--- config.mk ---
export PLATFORM = sky130hd
export DESIGN_NAME = sha256_block_compression
export DESIGN_NICKNAME = d
export VERILOG_FILES = /design/src/rtl/sha256c_pkg.sv /design/src/rtl/sha256_block_compression.sv /design/src/rtl/sha256c_front.sv /design/src/rtl/sha256c_queue.sv /design/src/rtl/sha256c_core.sv
export SDC_FILE = /design/constraint.sdc
export NUM_CORES = 2
export LEC_CHECK = 0
export BUFFER_PORTS_ARGS = -buffer_cell sky130_fd_sc_hd__clkbuf_2
export CORE_UTILIZATION = 65
export CTS_BUF_LIST = sky130_fd_sc_hd__clkbuf_2
export DETAILED_ROUTE_END_ITERATION = 16
export GPL_TIMING_DRIVEN = 0
export PLACE_DENSITY = 0.86
export SYNTH_ARGS = -nofsm -noshare
export SYNTH_HDL_FRONTEND = slang
export SYNTH_HIERARCHICAL = 1
export SYNTH_SLANG_ARGS = --single-unit
export TNS_END_PERCENT = 20
--- constraint.sdc ---
create_clock -name clk -period 27.2 [get_ports clk]
set_input_delay 4.08 -clock clk [delete_from_list [all_inputs] [get_ports clk]]
set_output_delay 4.08 -clock clk [all_outputs]
set_load 0.05 [all_outputs]
--- src/rtl/sha256c_pkg.sv ---
// ----------------------------------------------------------------------------
// sha256c_pkg
// Shared types, constants and round functions of the SHA-256 compression block.
// ----------------------------------------------------------------------------
package sha256c_pkg;

    localparam int WORD_W          = 32;
    localparam int BLOCK_WORDS     = 16;
    localparam int ROUNDS          = 64;
    localparam int HASH_WORDS      = 8;
    localparam int BLK_QUEUE_DEPTH = 2;
    localparam int WIDX_W          = $clog2(BLOCK_WORDS);
    localparam int RND_W           = $clog2(ROUNDS);
    localparam int HIDX_W          = $clog2(HASH_WORDS);

    localparam logic [WORD_W-1:0] ROUND_K [ROUNDS] = '{
        32'h428a2f98, 32'h71374491, 32'hb5c0fbcf, 32'he9b5dba5,
        32'h3956c25b, 32'h59f111f1, 32'h923f82a4, 32'hab1c5ed5,
        32'hd807aa98, 32'h12835b01, 32'h243185be, 32'h550c7dc3,
        32'h72be5d74, 32'h80deb1fe, 32'h9bdc06a7, 32'hc19bf174,
        32'he49b69c1, 32'hefbe4786, 32'h0fc19dc6, 32'h240ca1cc,
        32'h2de92c6f, 32'h4a7484aa, 32'h5cb0a9dc, 32'h76f988da,
        32'h983e5152, 32'ha831c66d, 32'hb00327c8, 32'hbf597fc7,
        32'hc6e00bf3, 32'hd5a79147, 32'h06ca6351, 32'h14292967,
        32'h27b70a85, 32'h2e1b2138, 32'h4d2c6dfc, 32'h53380d13,
        32'h650a7354, 32'h766a0abb, 32'h81c2c92e, 32'h92722c85,
        32'ha2bfe8a1, 32'ha81a664b, 32'hc24b8b70, 32'hc76c51a3,
        32'hd192e819, 32'hd6990624, 32'hf40e3585, 32'h106aa070,
        32'h19a4c116, 32'h1e376c08, 32'h2748774c, 32'h34b0bcb5,
        32'h391c0cb3, 32'h4ed8aa4a, 32'h5b9cca4f, 32'h682e6ff3,
        32'h748f82ee, 32'h78a5636f, 32'h84c87814, 32'h8cc70208,
        32'h90befffa, 32'ha4506ceb, 32'hbef9a3f7, 32'hc67178f2
    };

    localparam logic [WORD_W-1:0] HASH_IV [HASH_WORDS] = '{
        32'h6a09e667, 32'hbb67ae85, 32'h3c6ef372, 32'ha54ff53a,
        32'h510e527f, 32'h9b05688c, 32'h1f83d9ab, 32'h5be0cd19
    };

    typedef struct packed {
        logic [WORD_W-1:0] msg_word;
        logic              first_block;
        logic              final_block;
    } msg_item_t;

    typedef struct packed {
        logic [WORD_W-1:0] digest_word;
        logic [HIDX_W-1:0] word_index;
        logic              last;
    } digest_item_t;

    // one word write into the block queue
    typedef struct packed {
        logic              valid;
        logic              commit;
        logic [WIDX_W-1:0] word_idx;
        logic [WORD_W-1:0] data;
        logic              first_block;
        logic              final_block;
    } wr_req_t;

    typedef struct packed {
        logic [BLOCK_WORDS-1:0][WORD_W-1:0] words;
        logic                               first_block;
        logic                               final_block;
    } block_t;

    function automatic logic [WORD_W-1:0] rotr(input logic [WORD_W-1:0] x, input int n);
        return (x >> n) | (x << (WORD_W - n));
    endfunction

    function automatic logic [WORD_W-1:0] big_sigma0(input logic [WORD_W-1:0] x);
        return rotr(x, 2) ^ rotr(x, 13) ^ rotr(x, 22);
    endfunction

    function automatic logic [WORD_W-1:0] big_sigma1(input logic [WORD_W-1:0] x);
        return rotr(x, 6) ^ rotr(x, 11) ^ rotr(x, 25);
    endfunction

    function automatic logic [WORD_W-1:0] small_sigma0(input logic [WORD_W-1:0] x);
        return rotr(x, 7) ^ rotr(x, 18) ^ (x >> 3);
    endfunction

    function automatic logic [WORD_W-1:0] small_sigma1(input logic [WORD_W-1:0] x);
        return rotr(x, 17) ^ rotr(x, 19) ^ (x >> 10);
    endfunction

    function automatic logic [WORD_W-1:0] choose(input logic [WORD_W-1:0] x,
                                                 input logic [WORD_W-1:0] y,
                                                 input logic [WORD_W-1:0] z);
        return (x & y) ^ (~x & z);
    endfunction

    function automatic logic [WORD_W-1:0] majority(input logic [WORD_W-1:0] x,
                                                   input logic [WORD_W-1:0] y,
                                                   input logic [WORD_W-1:0] z);
        return (x & y) ^ (x & z) ^ (y & z);
    endfunction

endpackage

--- src/rtl/sha256_block_compression.sv ---
// ----------------------------------------------------------------------------
// sha256_block_compression
// SHA-256 compression of padded message blocks, one 32-bit word per item.
// ----------------------------------------------------------------------------
// message words are taken one per cycle while the block queue has a free slot
// the round engine handles each block after its sixteenth word in order:
// one load, 64 rounds at one round per cycle, one chaining add
// a final block then gives its eight digest items after the add, one per cycle
// while digest_ready is high; throughput is set by the single round unit
// reset: chaining value back to the initial hash, word count zero, queue empty
module sha256_block_compression
    import sha256c_pkg::*;
#(
    parameter int QUEUE_DEPTH = BLK_QUEUE_DEPTH
)
(
    input  logic         clk,
    input  logic         rst_n,
    input  logic         msg_valid,
    output logic         msg_ready,
    input  msg_item_t    msg,
    output logic         digest_valid,
    input  logic         digest_ready,
    output digest_item_t digest
);

    wr_req_t wr;
    logic    q_full;
    logic    blk_valid;
    logic    blk_pop;
    block_t  blk;

    sha256c_front u_front (
        .clk       (clk),
        .rst_n     (rst_n),
        .msg_valid (msg_valid),
        .msg_ready (msg_ready),
        .msg       (msg),
        .q_full    (q_full),
        .wr        (wr)
    );

    sha256c_queue #(
        .DEPTH (QUEUE_DEPTH)
    ) u_queue (
        .clk       (clk),
        .rst_n     (rst_n),
        .wr        (wr),
        .full      (q_full),
        .blk_valid (blk_valid),
        .blk_pop   (blk_pop),
        .blk       (blk)
    );

    sha256c_core u_core (
        .clk          (clk),
        .rst_n        (rst_n),
        .blk_valid    (blk_valid),
        .blk_pop      (blk_pop),
        .blk          (blk),
        .digest_valid (digest_valid),
        .digest_ready (digest_ready),
        .digest       (digest)
    );

endmodule

--- src/rtl/sha256c_front.sv ---
// ----------------------------------------------------------------------------
// sha256c_front
// Counts incoming message words and places each at its slot in the block queue.
// ----------------------------------------------------------------------------
module sha256c_front
    import sha256c_pkg::*;
(
    input  logic      clk,
    input  logic      rst_n,
    input  logic      msg_valid,
    output logic      msg_ready,
    input  msg_item_t msg,
    input  logic      q_full,
    output wr_req_t   wr
);

    logic [WIDX_W-1:0] word_count_reg;
    logic [WIDX_W-1:0] word_count_next;
    logic              accept;

    assign msg_ready = !q_full;
    assign accept    = msg_valid && !q_full;

    always_comb
    begin
        wr.valid       = accept;
        wr.commit      = accept && (word_count_reg == WIDX_W'(BLOCK_WORDS - 1));
        wr.word_idx    = word_count_reg;
        wr.data        = msg.msg_word;
        wr.first_block = msg.first_block;
        wr.final_block = msg.final_block;
        // wraps to zero after the sixteenth word
        word_count_next = accept ? word_count_reg + 1'b1 : word_count_reg;
    end

    always_ff @(posedge clk or negedge rst_n)
    begin
        if (!rst_n)
        begin
            word_count_reg <= '0;
        end
        else
        begin
            word_count_reg <= word_count_next;
        end
    end

endmodule

--- src/rtl/sha256c_queue.sv ---
// ----------------------------------------------------------------------------
// sha256c_queue
// Small queue of whole message blocks, filled a word at a time, read a block at a time.
// ----------------------------------------------------------------------------
module sha256c_queue
    import sha256c_pkg::*;
#(
    parameter int DEPTH = BLK_QUEUE_DEPTH
)
(
    input  logic    clk,
    input  logic    rst_n,
    input  wr_req_t wr,
    output logic    full,
    output logic    blk_valid,
    input  logic    blk_pop,
    output block_t  blk
);

    localparam int PTR_W = $clog2(DEPTH);
    localparam int CNT_W = $clog2(DEPTH + 1);

    logic [BLOCK_WORDS-1:0][WORD_W-1:0] words_mem [DEPTH];
    logic                               first_mem [DEPTH];
    logic                               final_mem [DEPTH];

    logic [PTR_W-1:0] wr_ptr_reg, wr_ptr_next;
    logic [PTR_W-1:0] rd_ptr_reg, rd_ptr_next;
    logic [CNT_W-1:0] count_reg, count_next;

    assign full      = (count_reg == CNT_W'(DEPTH));
    assign blk_valid = (count_reg != '0);

    always_comb
    begin
        blk.words       = words_mem[rd_ptr_reg];
        blk.first_block = first_mem[rd_ptr_reg];
        blk.final_block = final_mem[rd_ptr_reg];
    end

    always_comb
    begin
        wr_ptr_next = wr_ptr_reg;
        rd_ptr_next = rd_ptr_reg;
        count_next  = count_reg;
        if (wr.commit)
        begin
            wr_ptr_next = (wr_ptr_reg == PTR_W'(DEPTH - 1)) ? '0 : wr_ptr_reg + 1'b1;
        end
        if (blk_pop)
        begin
            rd_ptr_next = (rd_ptr_reg == PTR_W'(DEPTH - 1)) ? '0 : rd_ptr_reg + 1'b1;
        end
        if (wr.commit && !blk_pop)
        begin
            count_next = count_reg + 1'b1;
        end
        else if (blk_pop && !wr.commit)
        begin
            count_next = count_reg - 1'b1;
        end
    end

    always_ff @(posedge clk or negedge rst_n)
    begin
        if (!rst_n)
        begin
            wr_ptr_reg <= '0;
            rd_ptr_reg <= '0;
            count_reg  <= '0;
        end
        else
        begin
            wr_ptr_reg <= wr_ptr_next;
            rd_ptr_reg <= rd_ptr_next;
            count_reg  <= count_next;
        end
    end

    // the slot under the write pointer is not visible to the reader until committed
    always_ff @(posedge clk)
    begin
        if (wr.valid)
        begin
            words_mem[wr_ptr_reg][wr.word_idx] <= wr.data;
        end
        if (wr.commit)
        begin
            first_mem[wr_ptr_reg] <= wr.first_block;
            final_mem[wr_ptr_reg] <= wr.final_block;
        end
    end

`ifndef ASSERT_OFF
    a_no_write_when_full: assert property (@(posedge clk) disable iff (!rst_n)
        !(wr.valid && full))
        else $error("word written into a full block queue");

    a_count_bound: assert property (@(posedge clk) disable iff (!rst_n)
        count_reg <= CNT_W'(DEPTH))
        else $error("block queue count out of range");

    a_pop_nonempty: assert property (@(posedge clk) disable iff (!rst_n)
        blk_pop |-> blk_valid)
        else $error("block popped from an empty queue");
`endif

endmodule

--- src/rtl/sha256c_core.sv ---
// ----------------------------------------------------------------------------
// sha256c_core
// Round engine: one SHA-256 round per cycle, rolling schedule, digest output.
// ----------------------------------------------------------------------------
module sha256c_core
    import sha256c_pkg::*;
(
    input  logic         clk,
    input  logic         rst_n,
    input  logic         blk_valid,
    output logic         blk_pop,
    input  block_t       blk,
    output logic         digest_valid,
    input  logic         digest_ready,
    output digest_item_t digest
);

    localparam logic [1:0] ST_IDLE  = 2'd0;
    localparam logic [1:0] ST_ROUND = 2'd1;
    localparam logic [1:0] ST_ADD   = 2'd2;
    localparam logic [1:0] ST_EMIT  = 2'd3;

    logic [1:0]                         state_reg, state_next;
    logic [RND_W-1:0]                   round_reg, round_next;
    logic [HIDX_W-1:0]                  idx_reg, idx_next;
    logic                               final_reg, final_next;
    logic [HASH_WORDS-1:0][WORD_W-1:0]  cv_reg, cv_next;
    logic [HASH_WORDS-1:0][WORD_W-1:0]  wv_reg, wv_next;
    logic [BLOCK_WORDS-1:0][WORD_W-1:0] win_reg, win_next;

    logic [WORD_W-1:0] t1;
    logic [WORD_W-1:0] t2;
    logic [WORD_W-1:0] sched_new;

    assign blk_pop      = (state_reg == ST_IDLE) && blk_valid;
    assign digest_valid = (state_reg == ST_EMIT);

    always_comb
    begin
        digest.digest_word = cv_reg[idx_reg];
        digest.word_index  = idx_reg;
        digest.last        = (idx_reg == HIDX_W'(HASH_WORDS - 1));
    end

    // wv_reg[0..7] hold a..h; win_reg[0] is the schedule word of this round
    always_comb
    begin
        t1 = wv_reg[7] + big_sigma1(wv_reg[4]) + choose(wv_reg[4], wv_reg[5], wv_reg[6])
           + ROUND_K[round_reg] + win_reg[0];
        t2 = big_sigma0(wv_reg[0]) + majority(wv_reg[0], wv_reg[1], wv_reg[2]);
        sched_new = small_sigma1(win_reg[14]) + win_reg[9]
                  + small_sigma0(win_reg[1]) + win_reg[0];
    end

    always_comb
    begin
        state_next = state_reg;
        round_next = round_reg;
        idx_next   = idx_reg;
        final_next = final_reg;
        cv_next    = cv_reg;
        wv_next    = wv_reg;
        win_next   = win_reg;
        unique case (state_reg)
            ST_IDLE:
            begin
                if (blk_valid)
                begin
                    win_next   = blk.words;
                    final_next = blk.final_block;
                    round_next = '0;
                    state_next = ST_ROUND;
                    for (int i = 0; i < HASH_WORDS; i++)
                    begin
                        if (blk.first_block)
                        begin
                            cv_next[i] = HASH_IV[i];
                            wv_next[i] = HASH_IV[i];
                        end
                        else
                        begin
                            wv_next[i] = cv_reg[i];
                        end
                    end
                end
            end
            ST_ROUND:
            begin
                for (int i = 0; i < BLOCK_WORDS - 1; i++)
                begin
                    win_next[i] = win_reg[i + 1];
                end
                win_next[BLOCK_WORDS-1] = sched_new;
                wv_next[7] = wv_reg[6];
                wv_next[6] = wv_reg[5];
                wv_next[5] = wv_reg[4];
                wv_next[4] = wv_reg[3] + t1;
                wv_next[3] = wv_reg[2];
                wv_next[2] = wv_reg[1];
                wv_next[1] = wv_reg[0];
                wv_next[0] = t1 + t2;
                // wraps back to zero after the last round
                round_next = round_reg + 1'b1;
                if (round_reg == RND_W'(ROUNDS - 1))
                begin
                    state_next = ST_ADD;
                end
            end
            ST_ADD:
            begin
                for (int i = 0; i < HASH_WORDS; i++)
                begin
                    cv_next[i] = cv_reg[i] + wv_reg[i];
                end
                idx_next   = '0;
                state_next = final_reg ? ST_EMIT : ST_IDLE;
            end
            ST_EMIT:
            begin
                if (digest_ready)
                begin
                    if (idx_reg == HIDX_W'(HASH_WORDS - 1))
                    begin
                        state_next = ST_IDLE;
                    end
                    else
                    begin
                        idx_next = idx_reg + 1'b1;
                    end
                end
            end
            default:
            begin
                state_next = ST_IDLE;
            end
        endcase
    end

    always_ff @(posedge clk or negedge rst_n)
    begin
        if (!rst_n)
        begin
            state_reg <= ST_IDLE;
            round_reg <= '0;
            idx_reg   <= '0;
            final_reg <= 1'b0;
            for (int i = 0; i < HASH_WORDS; i++)
            begin
                cv_reg[i] <= HASH_IV[i];
            end
        end
        else
        begin
            state_reg <= state_next;
            round_reg <= round_next;
            idx_reg   <= idx_next;
            final_reg <= final_next;
            cv_reg    <= cv_next;
        end
    end

    always_ff @(posedge clk)
    begin
        wv_reg  <= wv_next;
        win_reg <= win_next;
    end

`ifndef ASSERT_OFF
    a_round_idle_zero: assert property (@(posedge clk) disable iff (!rst_n)
        (state_reg != ST_ROUND) |-> (round_reg == '0))
        else $error("round counter not back at zero outside the rounds");

    a_last_round_add: assert property (@(posedge clk) disable iff (!rst_n)
        (state_reg == ST_ROUND && round_reg == RND_W'(ROUNDS - 1)) |=> (state_reg == ST_ADD))
        else $error("compression did not end after the last round");

    a_last_word_idle: assert property (@(posedge clk) disable iff (!rst_n)
        (digest_valid && digest_ready && digest.last) |=> (state_reg == ST_IDLE))
        else $error("engine did not return to idle after the last digest item");
`endif

endmodule
==> flow_summary.json <==
{
  "status": "finished, violations left",
  "failed_checks": "max-capacitance violations, max-slew violations",
  "avgViaCountPerCell": 6.74,
  "tritoncts.num_buffers": 535,
  "clock_latency_ns": 1.98,
  "worstSetupPathType": "reg2reg",
  "place.port_buffers": 41,
  "cts_htree_levels": 6,
  "dieWidth_um": 416,
  "setup_viol": 0,
  "setup_tns_ns": 0,
  "synth.distinct_cells": 95,
  "slowest_delay_ns": 1.21,
  "synth_top_cell_by_area": "edfxtp_1",
  "maxSlewViolCount": 112,
  "dpl.hpwl_um": 289000,
  "cts_tree": "done",
  "synth_seq_cells": 2072,
  "min_path_type": "reg2reg",
  "syn-num-nets": 10300,
  "synth.cell_area_sq_mm": 0.111,
  "ys.flop_type": "edfxtp_1",
  "root_buffer": "clkbuf_2",
  "cpMostUsedCell": "a21oi_1",
  "largest_register_ffs": 1024,
  "core-area_sq_mm": 0.170,
  "chipHeight_um": 416,
  "post-route-min-period_ns": 11.49,
  "synth-edff-count": 1796,
  "cts_setup_buffers": 0,
  "cts_hold_buf": 0,
  "ys_seq_area_frac": 0.548,
  "vias": 86700,
  "grt_max_degree": 133,
  "final_cells": 12900,
  "route.detailed.drc": 0,
  "antenna_found_initial": 19,
  "clock_sinks": 2072,
  "routed_wl_um": 418000,
  "slew_headroom": -0.106,
  "die_area_sq_mm": 0.173,
  "yosysTopAreaCellShare": 0.484,
  "num-fill-cells": 11300,
  "path_clk_slew_ns": 0.13,
  "ys_warn_count": 6,
  "start_util": 0.656,
  "critical_path_arrival_ns": 13.04,
  "crit_required_ns": 28.75,
  "antenna_left": 0,
  "rsz0062_at_grt": "false",
  "fin_worst_skew_ns": 0.246,
  "grt_usage": 0.475,
  "globalRouteOverflowTotal": 0,
  "fin_crit_sh": 0.422,
  "gp_congestion": 1.11,
  "first_pass_iters": 7,
  "avgRoutedWirePerCell_um": 32.5,
  "rows": 151,
  "critical-path-slowest-cell": "o31ai_1",
  "drt_iter0_drc": 14100,
  "area_growth_pct": 7.86,
  "hold_viol": 0,
  "end_kind": "flop",
  "cts-resized-gates": 0,
  "cts.path.max_buffers": 4,
  "async_flop_share": 0.133,
  "fmax_mhz": 87.0,
  "grt_pass1_wl_um": 583000,
  "dp_cells": 11900,
  "io_pins": 76,
  "postSynthCellCount": 9636,
  "cap_violations": 14,
  "crit_path_max_fanout": 12,
  "hold_ws_ns": 0.424,
  "avgSynthCellArea_sq_um": 11.6,
  "grt_pass1_vias": 84700,
  "critPathLaunchType": "flop",
  "drive_above_1_share": 0.175,
  "fin_nets": 10900,
  "worst_pin_slew_ns": 1.66,
  "synth.area.top_cells": "edfxtp_1 (48%), nand2_1 (7.0%), mux2_4 (4.7%), ha_1 (4.5%), fa_1 (3.5%)"
}
-- kinds of logic (layout without fill, tap and decap cells) --
kind of cell / Yosys count / after routing / synth area share
flops: 2072 / 2072 / 0.548
mux: 624 / 624 / 0.0821
compound gates: 1741 / 1741 / 0.0951
other cells: 0 / 18 / 0
buf+inv: 944 / 1938 / 0.0359
fa+ha+maj: 602 / 602 / 0.0807
xor+xnor: 582 / 582 / 0.0457
simple gates: 3071 / 3071 / 0.113
-- cell usage after synthesis, types with 25 or more instances --
master	number
o211ai_1	30
o31ai_1	35
ha_1	402
a211oi_1	40
nor3_1	116
nor2_1	467
nand3_1	133
o21ai_0	648
buf_4	36
edfxtp_1	1796
fa_1	196
nor2b_1	37
mux2_2	196
a21o_1	172
xor2_1	256
o21a_1	37
mux2_4	351
mux4_2	72
dfstp_2	136
buf_1	35
clkbuf_1	374
and3_1	35
a31oi_1	48
a21oi_1	456
or2_2	25
nand2b_1	77
buf_6	40
nand2_1	2085
xnor2_1	326
dfrtp_1	140
inv_1	439
o21bai_1	56
-- final cells by class --
cell class / instances / area, sq um / area share
Sequential cell: 2072 / 61000 / 0.508
Multi-Input combinational cell: 6620 / 46700 / 0.388
Clock buffer: 794 / 3970 / 0.0331
Tap cell: 2218 / 2780 / 0.0231
Buffer: 502 / 2350 / 0.0196
Inverter: 442 / 1670 / 0.0139
Timing Repair Buffer: 76 / 996 / 0.00829
Clock inverter: 124 / 701 / 0.00583
Antenna cell: 18 / 45.0 / 0.000375
-- layout by cell type, fill, tap and decap left out, types with 87 or more instances in the layout --
master / Yosys / final
dfrtp_1: 140 / 140
nor3_1: 116 / 116
a21oi_1: 456 / 456
ha_1: 402 / 402
inv_1: 439 / 438
nand2_1: 2085 / 2085
o21ai_0: 648 / 644
fa_1: 196 / 196
nor2_1: 467 / 435
clkbuf_2: 0 / 844
nand3_1: 133 / 133
clkbuf_1: 374 / 364
xnor2_1: 326 / 326
mux2_2: 196 / 196
mux2_4: 351 / 351
dfstp_2: 136 / 136
edfxtp_1: 1796 / 1796
xor2_1: 256 / 256
clkinv_1: 2 / 87
a21o_1: 172 / 172
-- routing by layer --
| layer | up-vias | part of all wire | GRT usage |
|---|---|---|---|
| li1 | 35500 | - | - |
| met1 | 41500 | 0.32 | 0.555 |
| met2 | 7616 | 0.44 | 0.723 |
| met3 | 2013 | 0.13 | 0.127 |
| met4 | 16 | 0.11 | 0.428 |
| met5 | - | 0.00024 | 0 |
-- critical path, delay by kind of cell, from the launching register on --
| family | cells | cell delay (ns) |
|---|---|---|
| flops | 1 | 0.70 |
| simple gates | 4 | 0.54 |
| xor+xnor | 3 | 0.73 |
| compound gates | 19 | 5.50 |
| buf+inv | 6 | 1.75 |
| fa+ha+maj | 5 | 1.99 |
-- worst paths after layout --
| check | cells after the start | end | startpoint | slack [ns] |
|---|---|---|---|---|
| worst max-delay path | 37 | u_core/wv_reg[31] | u_core/round_reg[1] | 15.71 |
| worst min-delay path | 2 | u_core/win_reg[36] | u_core/win_reg[68] | 0.42 |
| worst max register to register | 37 | u_core/wv_reg[31] | u_core/round_reg[1] | 15.71 |
| worst min register to register | 2 | u_core/win_reg[36] | u_core/win_reg[68] | 0.42 |
| max in group asynchronous | 3 | u_core/cv_reg[233] | rst_n | 23.44 |
| min in group asynchronous | 1 | u_front/word_count_reg[2] | rst_n | 2.14 |
-- through the flow --
step	cell area (sq um)	utilization	setup slack, ns
after floorplan	111000	-	9.84
after global placement	114000	0.674	-0.279
after detailed placement	115000	0.680	16.25
after CTS	120000	0.707	16.24
after global routing	120000	0.707	15.74
final	120000	0.708	15.71
Power is left out: the tool's default activity adds up to more than one toggle a clock period on the data nets, which glitch-free logic cannot reach.
